`config.mk`:
```
export PLATFORM = sky130hd
export DESIGN_NAME = i2c_master_read_sequencer
export DESIGN_NICKNAME = d
export VERILOG_FILES = /design/src/hw/rtl/i2cmrs_pkg.sv /design/src/hw/rtl/i2c_master_read_sequencer.sv /design/src/hw/rtl/i2cmrs_core.sv /design/src/hw/rtl/i2cmrs_out_reg.sv
export SDC_FILE = /design/constraint.sdc
export NUM_CORES = 1
export LEC_CHECK = 0
export BUFFER_PORTS_ARGS = -buffer_cell sky130_fd_sc_hd__buf_2
export CAP_MARGIN = 20
export CELL_PAD_IN_SITES_DETAIL_PLACEMENT = 2
export CELL_PAD_IN_SITES_GLOBAL_PLACEMENT = 2
export CORE_ASPECT_RATIO = 1.1
export CORE_MARGIN = 2
export CORE_UTILIZATION = 31
export CTS_CLUSTER_SIZE = 20
export DETAILED_ROUTE_END_ITERATION = 8
export PLACE_DENSITY = 0.83
export SLEW_MARGIN = 0
export SYNTH_ARGS = -nofsm -noshare
export SYNTH_HDL_FRONTEND = slang
export SYNTH_SLANG_ARGS = --single-unit
export TNS_END_PERCENT = 100
```
`constraint.sdc`:
```
create_clock -name clk -period 2.3 [get_ports clk]
set_input_delay 0.23 -clock clk [delete_from_list [all_inputs] [get_ports clk]]
set_output_delay 0.23 -clock clk [all_outputs]
set_load 0.03 [all_outputs]
```
`src/hw/rtl/i2cmrs_pkg.sv`:
```
// ----------------------------------------------------------------------------
// I2C master read sequencer package
// Shared widths, status codes and the result record.
// ----------------------------------------------------------------------------
package i2cmrs_pkg;

  localparam int unsigned CfgIdxW = 1;
  localparam int unsigned CfgDataW = 8;

  localparam logic [CfgIdxW-1:0] CFG_ADDRESS_BYTE = 1'd0;
  localparam logic [CfgIdxW-1:0] CFG_ACK_TIMEOUT = 1'd1;

  localparam logic [7:0] ADDRESS_BYTE_RST = 8'hB5;
  localparam logic [7:0] ACK_TIMEOUT_RST = 8'd250;

  localparam logic OP_TICK = 1'b0;
  localparam logic OP_BEGIN = 1'b1;

  typedef enum logic [1:0] {
    ST_OK        = 2'd0,
    ST_BUSY      = 2'd1,
    ST_START_ERR = 2'd2,
    ST_NO_ACK    = 2'd3
  } status_t;

  typedef struct packed {
    logic       scl_out;
    logic       sda_out;
    logic       data_valid;
    logic [7:0] data_byte;
    logic       last_byte;
    logic       done_res;
    status_t    status;
  } result_t;

endpackage

```
`src/hw/rtl/i2c_master_read_sequencer.sv`:
```
// ----------------------------------------------------------------------------
// I2C master read sequencer
// Runs one I2C read, one bus phase per tick transaction.
//
//   channel | direction | tdata (low bit up)                  | side bands
//   in_     | slave     | byte_count[7:0], sda_in[8]          | tuser: operation
//   out_    | master    | scl_out, sda_out, data_byte, status | tuser: data_valid,
//           |           |                                     | done_res; tlast
//   cfg_    | write     | 0 address_byte, 1 ack_timeout       | -
//
// One transaction in, one result out, a new one taken as the last result leaves;
// the phase state machine updates in the accepting cycle and the result sits in
// one output register. A stalled result register holds in_tready low only while
// it is full and out_tready is low. Synchronous active-low reset; no clearing pass.
// ----------------------------------------------------------------------------
module i2c_master_read_sequencer
  import i2cmrs_pkg::*;
(
  input  logic                clk,
  input  logic                rst_n,
  input  logic                in_tvalid,
  output logic                in_tready,
  input  logic [15:0]         in_tdata,   // byte_count[7:0], sda_in[8], zero pad
  input  logic                in_tuser,   // operation
  output logic                out_tvalid,
  input  logic                out_tready,
  output logic [15:0]         out_tdata,  // scl_out[0], sda_out[1], data_byte[9:2],
                                          // status[11:10], zero pad
  output logic [1:0]          out_tuser,  // data_valid[0], done_res[1]
  output logic                out_tlast,
  input  logic                cfg_we,
  input  logic [CfgIdxW-1:0]  cfg_index,
  input  logic [CfgDataW-1:0] cfg_wdata
);

  logic [7:0] addr_r;
  logic [7:0] ack_timeout_r;
  logic       accept;
  result_t    core_result;
  result_t    out_result;

  always_ff @(posedge clk) begin
    if (!rst_n) begin
      addr_r        <= ADDRESS_BYTE_RST;
      ack_timeout_r <= ACK_TIMEOUT_RST;
    end else if (cfg_we) begin
      unique case (cfg_index)
        CFG_ADDRESS_BYTE: addr_r        <= cfg_wdata;
        CFG_ACK_TIMEOUT:  ack_timeout_r <= cfg_wdata;
        default: ;
      endcase
    end
  end

  assign accept = in_tvalid && in_tready;

  i2cmrs_core u_core (
    .clk          (clk),
    .rst_n        (rst_n),
    .step         (accept),
    .operation    (in_tuser),
    .byte_count   (in_tdata[7:0]),
    .sda_in       (in_tdata[8]),
    .address_byte (addr_r),
    .ack_timeout  (ack_timeout_r),
    .result       (core_result)
  );

  i2cmrs_out_reg u_out_reg (
    .clk        (clk),
    .rst_n      (rst_n),
    .load       (in_tvalid),
    .load_data  (core_result),
    .ready      (in_tready),
    .out_tready (out_tready),
    .out_valid  (out_tvalid),
    .out_data   (out_result)
  );

  assign out_tdata = {4'b0000, out_result.status, out_result.data_byte,
                      out_result.sda_out, out_result.scl_out};
  assign out_tuser = {out_result.done_res, out_result.data_valid};
  assign out_tlast = out_result.last_byte;

endmodule

```
`src/hw/rtl/i2cmrs_core.sv`:
```
// ----------------------------------------------------------------------------
// I2C master read sequencer core
// Bus phase state machine; one phase step and one result per transaction.
// ----------------------------------------------------------------------------
module i2cmrs_core
  import i2cmrs_pkg::*;
(
  input  logic       clk,
  input  logic       rst_n,
  input  logic       step,
  input  logic       operation,
  input  logic [7:0] byte_count,
  input  logic       sda_in,
  input  logic [7:0] address_byte,
  input  logic [7:0] ack_timeout,
  output result_t    result
);

  typedef enum logic [4:0] {
    PH_IDLE         = 5'd0,
    PH_START_SAMPLE = 5'd1,
    PH_START_LOW    = 5'd2,
    PH_ADDR_SETUP   = 5'd3,
    PH_ADDR_HIGH    = 5'd4,
    PH_ADDR_HOLD    = 5'd5,
    PH_ACK_SETUP    = 5'd6,
    PH_ACK_WAIT     = 5'd7,
    PH_RD_LOW       = 5'd8,
    PH_RD_HIGH      = 5'd9,
    PH_RD_END       = 5'd10,
    PH_MACK_SETUP   = 5'd11,
    PH_MACK_HIGH    = 5'd12,
    PH_MACK_HOLD    = 5'd13,
    PH_STOP_PRE     = 5'd14,
    PH_STOP_A       = 5'd15,
    PH_STOP_B       = 5'd16,
    PH_STOP_C       = 5'd17
  } phase_t;

  phase_t     phase_r, phase_nxt;
  logic [2:0] bit_index_r, bit_index_nxt;
  logic [7:0] shift_reg_r, shift_reg_nxt;
  logic [7:0] bytes_left_r, bytes_left_nxt;
  logic [7:0] wait_count_r, wait_count_nxt;
  status_t    end_status_r, end_status_nxt;

  always_comb begin
    phase_nxt      = phase_r;
    bit_index_nxt  = bit_index_r;
    shift_reg_nxt  = shift_reg_r;
    bytes_left_nxt = bytes_left_r;
    wait_count_nxt = wait_count_r;
    end_status_nxt = end_status_r;
    result         = '0;
    result.scl_out = 1'b1;
    result.sda_out = 1'b1;
    result.status  = ST_OK;

    unique case (phase_r)
      PH_START_SAMPLE: begin
        if (!sda_in) begin
          result.done_res = 1'b1;
          result.status   = ST_BUSY;
          phase_nxt       = PH_IDLE;
        end else begin
          result.sda_out = 1'b0;
          phase_nxt      = PH_START_LOW;
        end
      end
      PH_START_LOW: begin
        if (sda_in) begin
          result.done_res = 1'b1;
          result.status   = ST_START_ERR;
          phase_nxt       = PH_IDLE;
        end else begin
          result.scl_out = 1'b0;
          result.sda_out = 1'b0;
          shift_reg_nxt  = address_byte;
          bit_index_nxt  = 3'd7;
          phase_nxt      = PH_ADDR_SETUP;
        end
      end
      PH_ADDR_SETUP: begin
        result.sda_out = shift_reg_r[bit_index_r];
        result.scl_out = 1'b0;
        phase_nxt      = PH_ADDR_HIGH;
      end
      PH_ADDR_HIGH: begin
        result.sda_out = shift_reg_r[bit_index_r];
        phase_nxt      = PH_ADDR_HOLD;
      end
      PH_ADDR_HOLD: begin
        result.sda_out = shift_reg_r[bit_index_r];
        result.scl_out = 1'b0;
        if (bit_index_r == 3'd0) begin
          phase_nxt = PH_ACK_SETUP;
        end else begin
          bit_index_nxt = bit_index_r - 3'd1;
          phase_nxt     = PH_ADDR_SETUP;
        end
      end
      PH_ACK_SETUP: begin
        result.scl_out = 1'b0;
        wait_count_nxt = '0;
        phase_nxt      = PH_ACK_WAIT;
      end
      PH_ACK_WAIT: begin
        if (!sda_in) begin
          if (bytes_left_r == 8'd0) begin
            end_status_nxt = ST_OK;
            phase_nxt      = PH_STOP_A;
          end else begin
            bit_index_nxt = 3'd7;
            shift_reg_nxt = '0;
            phase_nxt     = PH_RD_LOW;
          end
        end else if (wait_count_r >= ack_timeout) begin
          end_status_nxt = ST_NO_ACK;
          phase_nxt      = PH_STOP_PRE;
        end else begin
          wait_count_nxt = wait_count_r + 8'd1;
        end
      end
      PH_RD_LOW: begin
        result.scl_out = 1'b0;
        phase_nxt      = PH_RD_HIGH;
      end
      PH_RD_HIGH: begin
        shift_reg_nxt = {shift_reg_r[6:0], sda_in};
        if (bit_index_r == 3'd0) begin
          result.data_valid = 1'b1;
          result.data_byte  = {shift_reg_r[6:0], sda_in};
          result.last_byte  = (bytes_left_r == 8'd1);
          bytes_left_nxt    = bytes_left_r - 8'd1;
          phase_nxt         = PH_RD_END;
        end else begin
          bit_index_nxt = bit_index_r - 3'd1;
          phase_nxt     = PH_RD_LOW;
        end
      end
      PH_RD_END: begin
        result.scl_out = 1'b0;
        phase_nxt      = PH_MACK_SETUP;
      end
      PH_MACK_SETUP: begin
        result.sda_out = (bytes_left_r == 8'd0);
        result.scl_out = 1'b0;
        phase_nxt      = PH_MACK_HIGH;
      end
      PH_MACK_HIGH: begin
        result.sda_out = (bytes_left_r == 8'd0);
        phase_nxt      = PH_MACK_HOLD;
      end
      PH_MACK_HOLD: begin
        result.sda_out = (bytes_left_r == 8'd0);
        result.scl_out = 1'b0;
        if (bytes_left_r != 8'd0) begin
          bit_index_nxt = 3'd7;
          shift_reg_nxt = '0;
          phase_nxt     = PH_RD_LOW;
        end else begin
          end_status_nxt = ST_OK;
          phase_nxt      = PH_STOP_A;
        end
      end
      PH_STOP_PRE: begin
        result.scl_out = 1'b0;
        phase_nxt      = PH_STOP_A;
      end
      PH_STOP_A: begin
        result.scl_out = 1'b0;
        result.sda_out = 1'b0;
        phase_nxt      = PH_STOP_B;
      end
      PH_STOP_B: begin
        result.sda_out = 1'b0;
        phase_nxt      = PH_STOP_C;
      end
      PH_STOP_C: begin
        result.done_res = 1'b1;
        result.status   = end_status_r;
        phase_nxt       = PH_IDLE;
      end
      default: begin
        phase_nxt = PH_IDLE;
        if (operation == OP_BEGIN) begin
          bytes_left_nxt = byte_count;
          bit_index_nxt  = '0;
          shift_reg_nxt  = '0;
          wait_count_nxt = '0;
          end_status_nxt = ST_OK;
          phase_nxt      = PH_START_SAMPLE;
        end
      end
    endcase
  end

  always_ff @(posedge clk) begin
    if (!rst_n) begin
      phase_r      <= PH_IDLE;
      bit_index_r  <= '0;
      shift_reg_r  <= '0;
      bytes_left_r <= '0;
      wait_count_r <= '0;
      end_status_r <= ST_OK;
    end else if (step) begin
      phase_r      <= phase_nxt;
      bit_index_r  <= bit_index_nxt;
      shift_reg_r  <= shift_reg_nxt;
      bytes_left_r <= bytes_left_nxt;
      wait_count_r <= wait_count_nxt;
      end_status_r <= end_status_nxt;
    end
  end

endmodule

```
`src/hw/rtl/i2cmrs_out_reg.sv`:
```
// ----------------------------------------------------------------------------
// I2C master read sequencer output register
// Result register with valid flag; takes a new result while the old one leaves.
// ----------------------------------------------------------------------------
module i2cmrs_out_reg
  import i2cmrs_pkg::*;
(
  input  logic    clk,
  input  logic    rst_n,
  input  logic    load,
  input  result_t load_data,
  output logic    ready,
  input  logic    out_tready,
  output logic    out_valid,
  output result_t out_data
);

  logic    valid_r;
  result_t data_r;

  assign ready     = !valid_r || out_tready;
  assign out_valid = valid_r;
  assign out_data  = data_r;

  always_ff @(posedge clk) begin
    if (!rst_n) begin
      valid_r <= 1'b0;
    end else if (ready) begin
      valid_r <= load;
    end
  end

  always_ff @(posedge clk) begin
    if (load && ready) begin
      data_r <= load_data;
    end
  end

endmodule

```
# Word-level counts from Yosys, hierarchy flattened
# Cells that the tools add are included.
# classes
bitwise_logic,6
mux,45
eq_ne,29
addsub,3
reduce_logical,30
magnitude_cmp,2
# ops
operator,count
$pmux 5 s17,1
$mux 8,9
$eq 5x4->1 const B,8
$pmux 8 s5,1
$mux 3,11
$reduce_or 15->1,2
$pmux 8 s3,1
$eq 5x3->1 const B,4
$mux 2,9
$pmux 8 s2,1
$reduce_or 16->1,1
$pmux 3 s5,1
$ne 2x2->1 const B,7
$reduce_or 13->1,1
$reduce_or 12->1,1
$eq 5x2->1 const B,2
$eq 5x5->1 const B,2
$mux 10,1
$mux 5,2
$reduce_bool 5->1,2
$pmux 3 s3,1
$reduce_or 9->1,1
$add 8x1->8 const B,1
$eq 8x1->1 const B,1
29 further kinds,44
# totals
in_bits,31
wordCells,131
regBits,66
out_inout_bits,21

# Depth between registers and ports, before layout
# Gate-level depths: netlist of run 1.
# depth
ltp_word,4
mapped_depth,9
mapped_depth_nobuf,8

# Cells and area by module
# A second synthesis of run 1 with hierarchy kept.
# unflattened
hier_cells,473
hier_area_um2,4179.0
# modules_own_cells
mod,seq_area_each_um2,instances,area_per_inst_um2,cells_per_inst
i2cmrs_core,660.6,1,2920.3,374
i2c_master_read_sequencer,320.3,1,750.7,79
i2cmrs_out_reg,470.5,1,508.0,20

# Worst setup path after synthesis of run 1
# OpenSTA, ideal clock, no wires.
# synth_path
path_kind,register to register
start,reg u_out_reg.valid_r (netlist: u_out_reg.out_valid)
end,reg u_core.wait_count_r[6]
setup_time_ps,131
setup_slack_ps,-339
stages_incl_launch_ff,8
synth_period_minus_slack_ps,2639
required_ps,2169
n_path_buf,1
arrival_time_ps,2508
path_cell_list,dfxtp_1 > nand2b_1 > and2_1 > clkbuf_1 > o311ai_1 > or2_1 > o311ai_0 > o21ai_1
# synth_between
elab_chain_len,4
# synth_lines
element,line,text
from (decl),i2cmrs_out_reg.sv:18,logic valid_r;
from (signal assigned),i2cmrs_out_reg.sv:29,valid_r <= load;
$logic_not 1->1,i2cmrs_out_reg.sv:21,assign ready = !valid_r || out_tready;
$logic_or 1x1->1,i2cmrs_out_reg.sv:21,
via in_tready,i2c_master_read_sequencer.sv:22,"output logic in_tready,"
$logic_and 1x1->1,i2c_master_read_sequencer.sv:55,assign accept = in_tvalid && in_tready;
via accept,i2c_master_read_sequencer.sv:38,logic accept;
$reduce_and 5->1 (no line),--,
to (signal assigned),i2cmrs_core.sv:211,wait_count_r <= wait_count_nxt;
to (decl),i2cmrs_core.sv:44,"logic [7:0] wait_count_r, wait_count_nxt;"
# The timed path passes the listed nets, and every way through them passes these cells.
# A chain may end at the register's enable or synchronous reset.

# Worst setup path after layout of run 1
# layout_path
start,reg u_core.bytes_left_r[0]
end,reg u_core.bit_index_r[2]
# layout_between
elab_chain_len,3
elab_cells_between_ends,5
cone_classes,eq/ne (2); reduce/logical (3)
# layout_lines
element,line,text
from (decl),i2cmrs_core.sv:43,"logic [7:0] bytes_left_r, bytes_left_nxt;"
from (signal assigned),i2cmrs_core.sv:210,bytes_left_r <= bytes_left_nxt;
$reduce_bool 8->1 or $logic_not 8->1 (tied branches),"i2cmrs_core.sv:157, i2cmrs_core.sv:109",
$ne 2x1->1 (no line) or $ne 2x2->1 (tied branches),--,
$reduce_and 8->1 (no line) (*),--,
to (signal assigned),i2cmrs_core.sv:208,bit_index_r <= bit_index_nxt;
to (decl),i2cmrs_core.sv:41,"logic [2:0] bit_index_r, bit_index_nxt;"
# Mark *: on every way between the ends. The rest lies on a longest branch, timed or not.

==> key figures, run 1 <==
Clocking
  – Reg clk slew, reported paths: 0.06 ns
  – CTS Buf Count: 9
  – CTS root buf: clkbuf_16
  – CTS Hold Buffers Added: 0
  – CTS max path bufs: 2
  – Clk_lat worst skew: between 0.3 and 0.4 ns
  – Sink Count: 65
  – CTS tree: yes
  – H-tree depth: 3

STA
  – Crit path time final: 2.29 ns
  – Final WS setup: approximately 0.0067 ns
  – Skew final: roughly 0.0069 ns
  – Period utilization: 0.997
  – Slew HR: 0.543
  – Achievable frequency: about 440 MHz
  – Actual slew at the worst max-slew pin: between 0.6 and 0.7 ns
  – Hold WS: between 0.1 and 0.15 ns
  – Unrepaired setup endpoints after global routing: true
  – Final hold violation count: 0
  – Setup-failing EPs final: 0
  – Max-slew violations: 0

Pwr
  – Internal power: around 2.4 mW
  – Pwr per Cell Area: approximately 730 nW/µm²
  – Pleak: approximately 1.9 nW
  – Max VDD drop: around 0.41 mV
  – Combinational share of power: 0.196
  – Share of power burned in registers: 0.374
  – Clock power share: 0.429
  – Sw Ratio: 0.294
  – P_sw: 1.01 mW

Worst setup path
  – Worst Setup End Kind: flop
  – Critical Path RT: ~2.5 ns
  – Worst Path Max Fanout: 6
  – Crit start category: flop
  – CP Data Arrival Time: 2.49 ns
  – WS Path Type: flop to flop

Die
  – I/O pin cnt: 52
  – Core Region: 12000 µm²
  – Die Ht: 121 µm
  – Rows: 42
  – Die area: ~13000 µm²
  – Initial Util: 0.318
  – Die width: about 110 µm

Finish
  – Final core utilization: 0.392
  – Most frequent cells in the layout: 63 x nand2_1, 47 x dfxtp_1, 44 x nor2_1
  – Final #Nets: between 500 and 600
  – Share of layout cells above drive strength 1: 0.219
  – Diode count: 0
  – Layout area overhead: 23.3%
  – Commonest non-fill, non-tap cell in the layout: nand2_1

Synth
  – Cell area after synthesis: between 3000 and 4000 µm²
  – Register area share after synthesis: 0.379
  – Post-synthesis compound-gate area fraction: 0.250
  – Mux contribution to synthesized area: 0.0196
  – Yosys reg bits: 65
  – Synth Area in XOR/XNOR: 0
  – Synth unique cells: between 60 and 70
  – Most used flip-flop cell after synthesis: dfxtp_1
  – Syn Area/Cell: just over 8 µm²
  – Main combinational cell family by area after synthesis: compound AO/OA/AOI/OAI gates
  – Share of flip-flops with an asynchronous set or reset: 0
  – Adder-cell share of the synthesized area: 0.0425
  – Count of warnings emitted by yosys: 0
  – Post-synth EDFFs: 15
  – Synth Area in Simple Gates: 0.242
  – Synth Instances: between 400 and 500

Route
  – DRC violation count after routing: 0
  – First-pass DRT Iterations: 4
  – Routed via count: roughly 3900
  – Via density: 5.73
  – Final wirelength: 14700 µm
  – Routed Antenna Nets: 0
  – WL/cell: around 21 µm
  – Starting DRT DRC Count: between 150 and 200

Global routing
  – Largest net degree at the start of global routing: 24
  – Total congestion overflow: 0
  – Number of global-route vias before repair: roughly 4300
  – GRT Overall Usage: 0.235
  – Initial antenna violation count: 0
  – Global-route wire length before repair: about 24000 µm

Run
  – Max-Cap Viols: 0

Placed design
  – GPL Wtd Cong: between 0.8 and 0.9
  – Detailed Place HPWL: 9480 µm
  – PortBufs: 40
  – DP Worst Slack: -0.146 ns

Outcome
  – Status: completed

Min path
  – HP Class: input pin to flop
layer usage:
| metal | GRT usage | vias up | share of wire |
|---|---|---|---|
| met5 | 0 | - | 0 |
| met4 | 0.117 | 0 | 0.037 |
| met3 | 0.0377 | 41 | 0.031 |
| met2 | 0.405 | 93 | 0.53 |
| met1 | 0.280 | 1971 | 0.41 |
| li1 | - | 1811 | - |
power by group through the flow:
| stage | combinational [mW] | sequential [mW] | clock, mW |
|---|---|---|---|
| finish | 0.676 | 1.29 | 1.48 |
| global route | 0.738 | 1.30 | 1.56 |
| CTS | 0.647 | 1.29 | 1.51 |
| detailed placement | 0.612 | 1.31 | 0 |
| global placement | 0.582 | 1.30 | 0 |
| floorplan | 0.375 | 1.33 | 0 |
state kept, by name (all words and copies together) (netlist names):
name                 flops
u_core.bytes_left_r      8
ack_timeout_r            8
addr_r                   8
u_core.shift_reg_r       8
u_out_reg.out_data      15
u_core.wait_count_r      8
u_core.end_status_r      1
u_core.phase_r           5
u_core.bit_index_r       3
u_out_reg.out_valid      1
metrics by stage:
step	setup TNS (ns)	instances	total power [mW]	cell area [µm²]
floorplan	0	472	1.70	3840
global placement	0	664	1.89	4300
detailed placement	-0.146	664	1.92	4300
CTS	-0.284	680	3.44	4630
global route	-0.0846	684	3.59	4720
finish	0	684	3.44	4720
synthesized netlist by cell type (2+ instances only):
| cell type | n | area share |
|---|---|---|
| nand2_1 | 63 | 0.062 |
| dfxtp_1 | 50 | 0.26 |
| nor2_1 | 44 | 0.043 |
| o21ai_0 | 25 | 0.033 |
| a21oi_1 | 24 | 0.031 |
| inv_1 | 19 | 0.019 |
| clkbuf_1 | 18 | 0.018 |
| a211oi_1 | 15 | 0.029 |
| edfxtp_1 | 15 | 0.12 |
| nand2b_1 | 15 | 0.025 |
| nand3_1 | 15 | 0.020 |
| ha_1 | 13 | 0.043 |
| and2_1 | 11 | 0.018 |
| o211ai_1 | 11 | 0.022 |
| a22oi_1 | 8 | 0.016 |
| a31oi_1 | 8 | 0.013 |
| buf_2 | 7 | 0.0092 |
| nor3_1 | 7 | 0.0092 |
| o21ai_1 | 7 | 0.0092 |
| buf_4 | 6 | 0.012 |
| o311ai_0 | 6 | 0.014 |
| and3_1 | 5 | 0.0082 |
| nand3b_1 | 5 | 0.0098 |
| a21o_1 | 4 | 0.0078 |
| nor2b_1 | 4 | 0.0065 |
| o32ai_1 | 4 | 0.0092 |
| a211o_1 | 3 | 0.0069 |
| buf_1 | 3 | 0.0029 |
| mux2i_1 | 3 | 0.0078 |
| nor4_1 | 3 | 0.0049 |
| o31ai_1 | 3 | 0.0059 |
| a32o_1 | 2 | 0.0052 |
| and2_0 | 2 | 0.0033 |
| buf_6 | 2 | 0.0059 |
| mux4_2 | 2 | 0.012 |
| nor2_2 | 2 | 0.0033 |
| o211a_1 | 2 | 0.0052 |
| o21a_1 | 2 | 0.0039 |
| o21bai_1 | 2 | 0.0039 |
| o22ai_1 | 2 | 0.0033 |
worst max-delay path, stage by stage, from the launching register on:
cell	delay (ns)
dfxtp_2	0.36
inv_1	0.08
ha_2	0.22
nor3b_2	0.18
o2bb2ai_1	0.19
a211oi_2	0.32
o311ai_2	0.19
buf_4	0.20
o211ai_1	0.29
o21ai_2	0.13
path summary, 6_finish.rpt:
kind,slack [ns],end,from,cells past startpoint
max,0.007,u_core.bit_index_r[2],u_core.bytes_left_r[0],9
min,0.14,addr_r[7],cfg_wdata[7],3
max reg2reg,0.007,u_core.bit_index_r[2],u_core.bytes_left_r[0],9
min reg2reg,0.47,addr_r[3],addr_r[3],2
logic make-up (layout without fill, tap and decap cells):
| kind of cell | count (synthesis) | in the layout |
|---|---|---|
| buffers and inverters | 55 | 113 |
| other | 1 | 4 |
| AOI/OAI and AO/OA | 141 | 141 |
| DFF | 65 | 65 |
| adders and majority gates | 13 | 13 |
| and+or+nand+nor | 189 | 189 |
| muxes | 5 | 5 |
cell type report:
| class | instances | area [µm²] |
|---|---|---|
| fillers | 1332 | 7320 |
| multi-input cells | 352 | 2190 |
| flip-flops and latches | 65 | 1460 |
| repair buffers | 78 | 493 |
| clock buffers | 9 | 225 |
| well taps | 154 | 193 |
| clock inverters | 7 | 92.6 |
| inverters | 19 | 71.3 |
timing repair:
item                                    4_1_cts  5_1_grt
gates resized for setup                       4       16
pin swaps                                     0        4
endpoints found under the setup margin       12       22
buffers inserted                              0        4
(Power assumes the default switching activity.)
==> run 2: changes to the inputs <==
Settings changed: CORE_UTILIZATION 31 to 32, SYNTH_HIERARCHICAL set to 1.
==> run 2 against run 1 <==
The flow now finishes with violations (DRC). Sequential cell count is the same. Routed wire length shrank 1.9%. Clock power grew 4%. Clock skew shrank 0.0020 ns. Die area grew 5.6%. Area after synthesis grew 9.2%. Sequential power is essentially flat. Clock-buffer cell count grew 2. Largest power group unchanged.
==> key figures, run 2 <==
Die
  – Rows: 43
  – I/O pin cnt: between 50 and 60
  – Die area: 14000 µm²
  – Core Region: roughly 13000 µm²
  – Die width: ~110 µm
  – Initial Util: 0.329
  – Die Ht: approximately 120 µm

Worst setup path
  – FF-to-FF End: u_core/bit_index_r[2]
  – Worst Path Max Fanout: 13
  – Critical Path RT: around 2.5 ns
  – Worst Setup End Kind: flop
  – Cells on worst reg2reg path: 6
  – CP Data Arrival Time: about 2.4 ns
  – Crit start category: flop
  – R2r startpoint: u_core/phase_r[1]
  – WS Path Type: flop to flop
  – R2r setup slk: ~0.11 ns

Outcome
  – Failing checks: DRC
  – Status: finished, violations left

Finish
  – Final #Nets: about 570
  – Commonest non-fill, non-tap cell in the layout: dfxtp_1
  – Reg area: approximately 1500 µm²
  – Max FFs per register: 15
  – Fillers: around 1400
  – Multi-input logic area: 2420 µm²
  – Diode count: 0
  – Finished Layout Cells: 688
  – Layout area overhead: 20.3%
  – Fin area: ~5000 µm²
  – Share of layout cells above drive strength 1: 0.260
  – Most frequent cells in the layout: 48 x dfxtp_1, 40 x buf_2, 36 x buf_4

Global routing
  – Global-route wire length before repair: between 20000 and 25000 µm
  – Initial antenna violation count: 0
  – Largest net degree at the start of global routing: 25
  – Total congestion overflow: 0
  – Number of global-route vias before repair: 4427
  – GRT Overall Usage: 0.215

Synth
  – Post-synth top area cell: dfxtp_1
  – Synth Instances: between 400 and 500
  – Synth unique cells: between 70 and 80
  – Yosys reg bits: between 60 and 70
  – Share of flip-flops with an asynchronous set or reset: 0
  – Count of warnings emitted by yosys: 6
  – Top-area cell type share of the netlist area: 0.240
  – Post-synth EDFFs: 15
  – Most common cell in the netlist: dfxtp_1
  – Syn Area/Cell: 8.84 µm²
  – Post-synth top cells: 50 x dfxtp_1, 34 x inv_1, 28 x nor2_1
  – Most used flip-flop cell after synthesis: dfxtp_1
  – Cell area after synthesis: 4180 µm²
  – Synth area leaders: dfxtp_1 24%, edfxtp_1 11%, ha_1 4.2%
  – Register area share after synthesis: 0.347

Pwr
  – Sw Ratio: 0.292
  – Share of power burned in registers: 0.367
  – P_sw: approximately 1.0 mW
  – Combinational share of power: 0.203
  – Internal power: between 2 and 3 mW
  – Max VDD drop: around 0.37 mV
  – Clock power share: 0.431
  – Pleak: between 2 and 2.5 nW
  – Pwr per Cell Area: 710 nW/µm²

Min path
  – Min-delay src: cfg_wdata[4]
  – Hold Path End: ack_timeout_r[4]
  – HP Class: input pin to flop
  – Hold path depth: 3

STA
  – Achievable frequency: approximately 460 MHz
  – Final hold violation count: 0
  – Final WS setup: 0.112 ns
  – Skew final: ~0.0049 ns
  – Slew HR: 0.560
  – Max-slew violations: 0
  – Actual slew at the worst max-slew pin: roughly 0.66 ns
  – Hold WS: about 0.16 ns
  – Unrepaired setup endpoints after global routing: false
  – Setup-failing EPs final: 0
  – Period utilization: 0.951
  – Crit path time final: between 2 and 2.5 ns

Route
  – DRC violation count after routing: 6
  – First-pass DRT Iterations: 6
  – Starting DRT DRC Count: 163
  – Routed via count: around 4000
  – Routed Antenna Nets: 0
  – Via density: 5.76
  – Final wirelength: 14400 µm
  – WL/cell: 20.9 µm

Placed design
  – Detailed Place HPWL: 10300 µm
  – PortBufs: 40
  – DP Worst Slack: -0.00296 ns
  – Area of placed instances: ~4700 µm²
  – GPL Wtd Cong: a little under 0.9
  – Placed cell count: about 670

Clocking
  – Setup bufs post-CTS: 0
  – CTS root buf: clkbuf_16
  – Clk_lat worst skew: between 0.3 and 0.4 ns
  – CTS tree: yes
  – CTS Buf Count: 9
  – Sink Count: 65
  – H-tree depth: 3
  – Reg clk slew, reported paths: 0.06 ns
  – CTS max path bufs: 2

Run
  – Max-Cap Viols: 0
## run 2: worst max path at each step
stage	startpoint	slack [ns]	end
2_1_floorplan	u_out_reg/out_valid	0.11	u_core/bit_index_r[2]
3_3_place_gp	u_core/bytes_left_r[0]	0.12	u_core/shift_reg_r[4]
3_5_place_dp	u_core/bytes_left_r[0]	-0.003	u_core/shift_reg_r[3]
4_1_cts	u_core/phase_r[0]	0.03	u_core/bit_index_r[2]
5_1_grt	ack_timeout_r[6]	0.01	u_core/phase_r[2]
6_report	u_core/phase_r[1]	0.11	u_core/bit_index_r[2]
## run 2: per-layer routing
layer | vias up | GRT usage | part of all wire | wire, µm
li1 | 1874 | - | - | -
met1 | 1989 | 0.235 | 0.41 | 5890
met2 | 77 | 0.407 | 0.53 | 7600
met3 | 26 | 0.0418 | 0.035 | 499
met4 | 0 | 0.0960 | 0.028 | 403
met5 | - | 0 | 0 | 0
## run 2: cell type report
class	count	share of cell area
multi-input combinational	338	0.482
sequential	65	0.289
timing repair buffer	77	0.0976
clock buffer	11	0.0503
tap	157	0.0391
inverter	35	0.0261
clock inverter	5	0.0154
## run 2: worst max-delay path, stage by stage, from the launching register on
cell	delay [ns]
dfxtp_2	0.41
buf_4	0.20
nand4b_1	0.21
o221ai_1	0.20
or3_1	0.43
or3_1	0.38
a32o_1	0.26
## run 2: kinds of logic (layout without fill, tap and decap cells)
group / after synthesis / count (layout) / share of synthesized area
AND/OR/NAND/NOR: 157 / 157 / 0.211
AO/OA/AOI/OAI: 150 / 150 / 0.279
buffers and inverters: 73 / 128 / 0.0826
flip-flops: 65 / 65 / 0.347
adder cells (fa/ha/maj): 14 / 14 / 0.0419
multiplexers: 10 / 10 / 0.0308
XOR/XNOR: 3 / 3 / 0.00629
other: 1 / 4 / 0.000897
## run 2: stage by stage
stage	utilization	power [mW]	setup TNS, ns
after floorplan	-	1.79	0
after global placement	0.367	1.99	0
after detailed placement	0.367	2.03	-0.00296
after CTS	0.394	3.59	0
after global routing	0.396	3.72	0
final	0.396	3.57	0
## run 2: what timing repair did
item,CTS,global route
resized for setup,3,6
endpoints found under the setup margin,10,16
hold buffers,0,0
## run 2: power by group through the flow
stage | Sequential [mW] | Clock (mW) | Combinational (mW)
floorplan | 1.33 | 0 | 0.458
global placement | 1.32 | 0 | 0.665
detailed placement | 1.33 | 0 | 0.699
CTS | 1.31 | 1.57 | 0.716
global route | 1.32 | 1.61 | 0.789
finish | 1.31 | 1.54 | 0.723
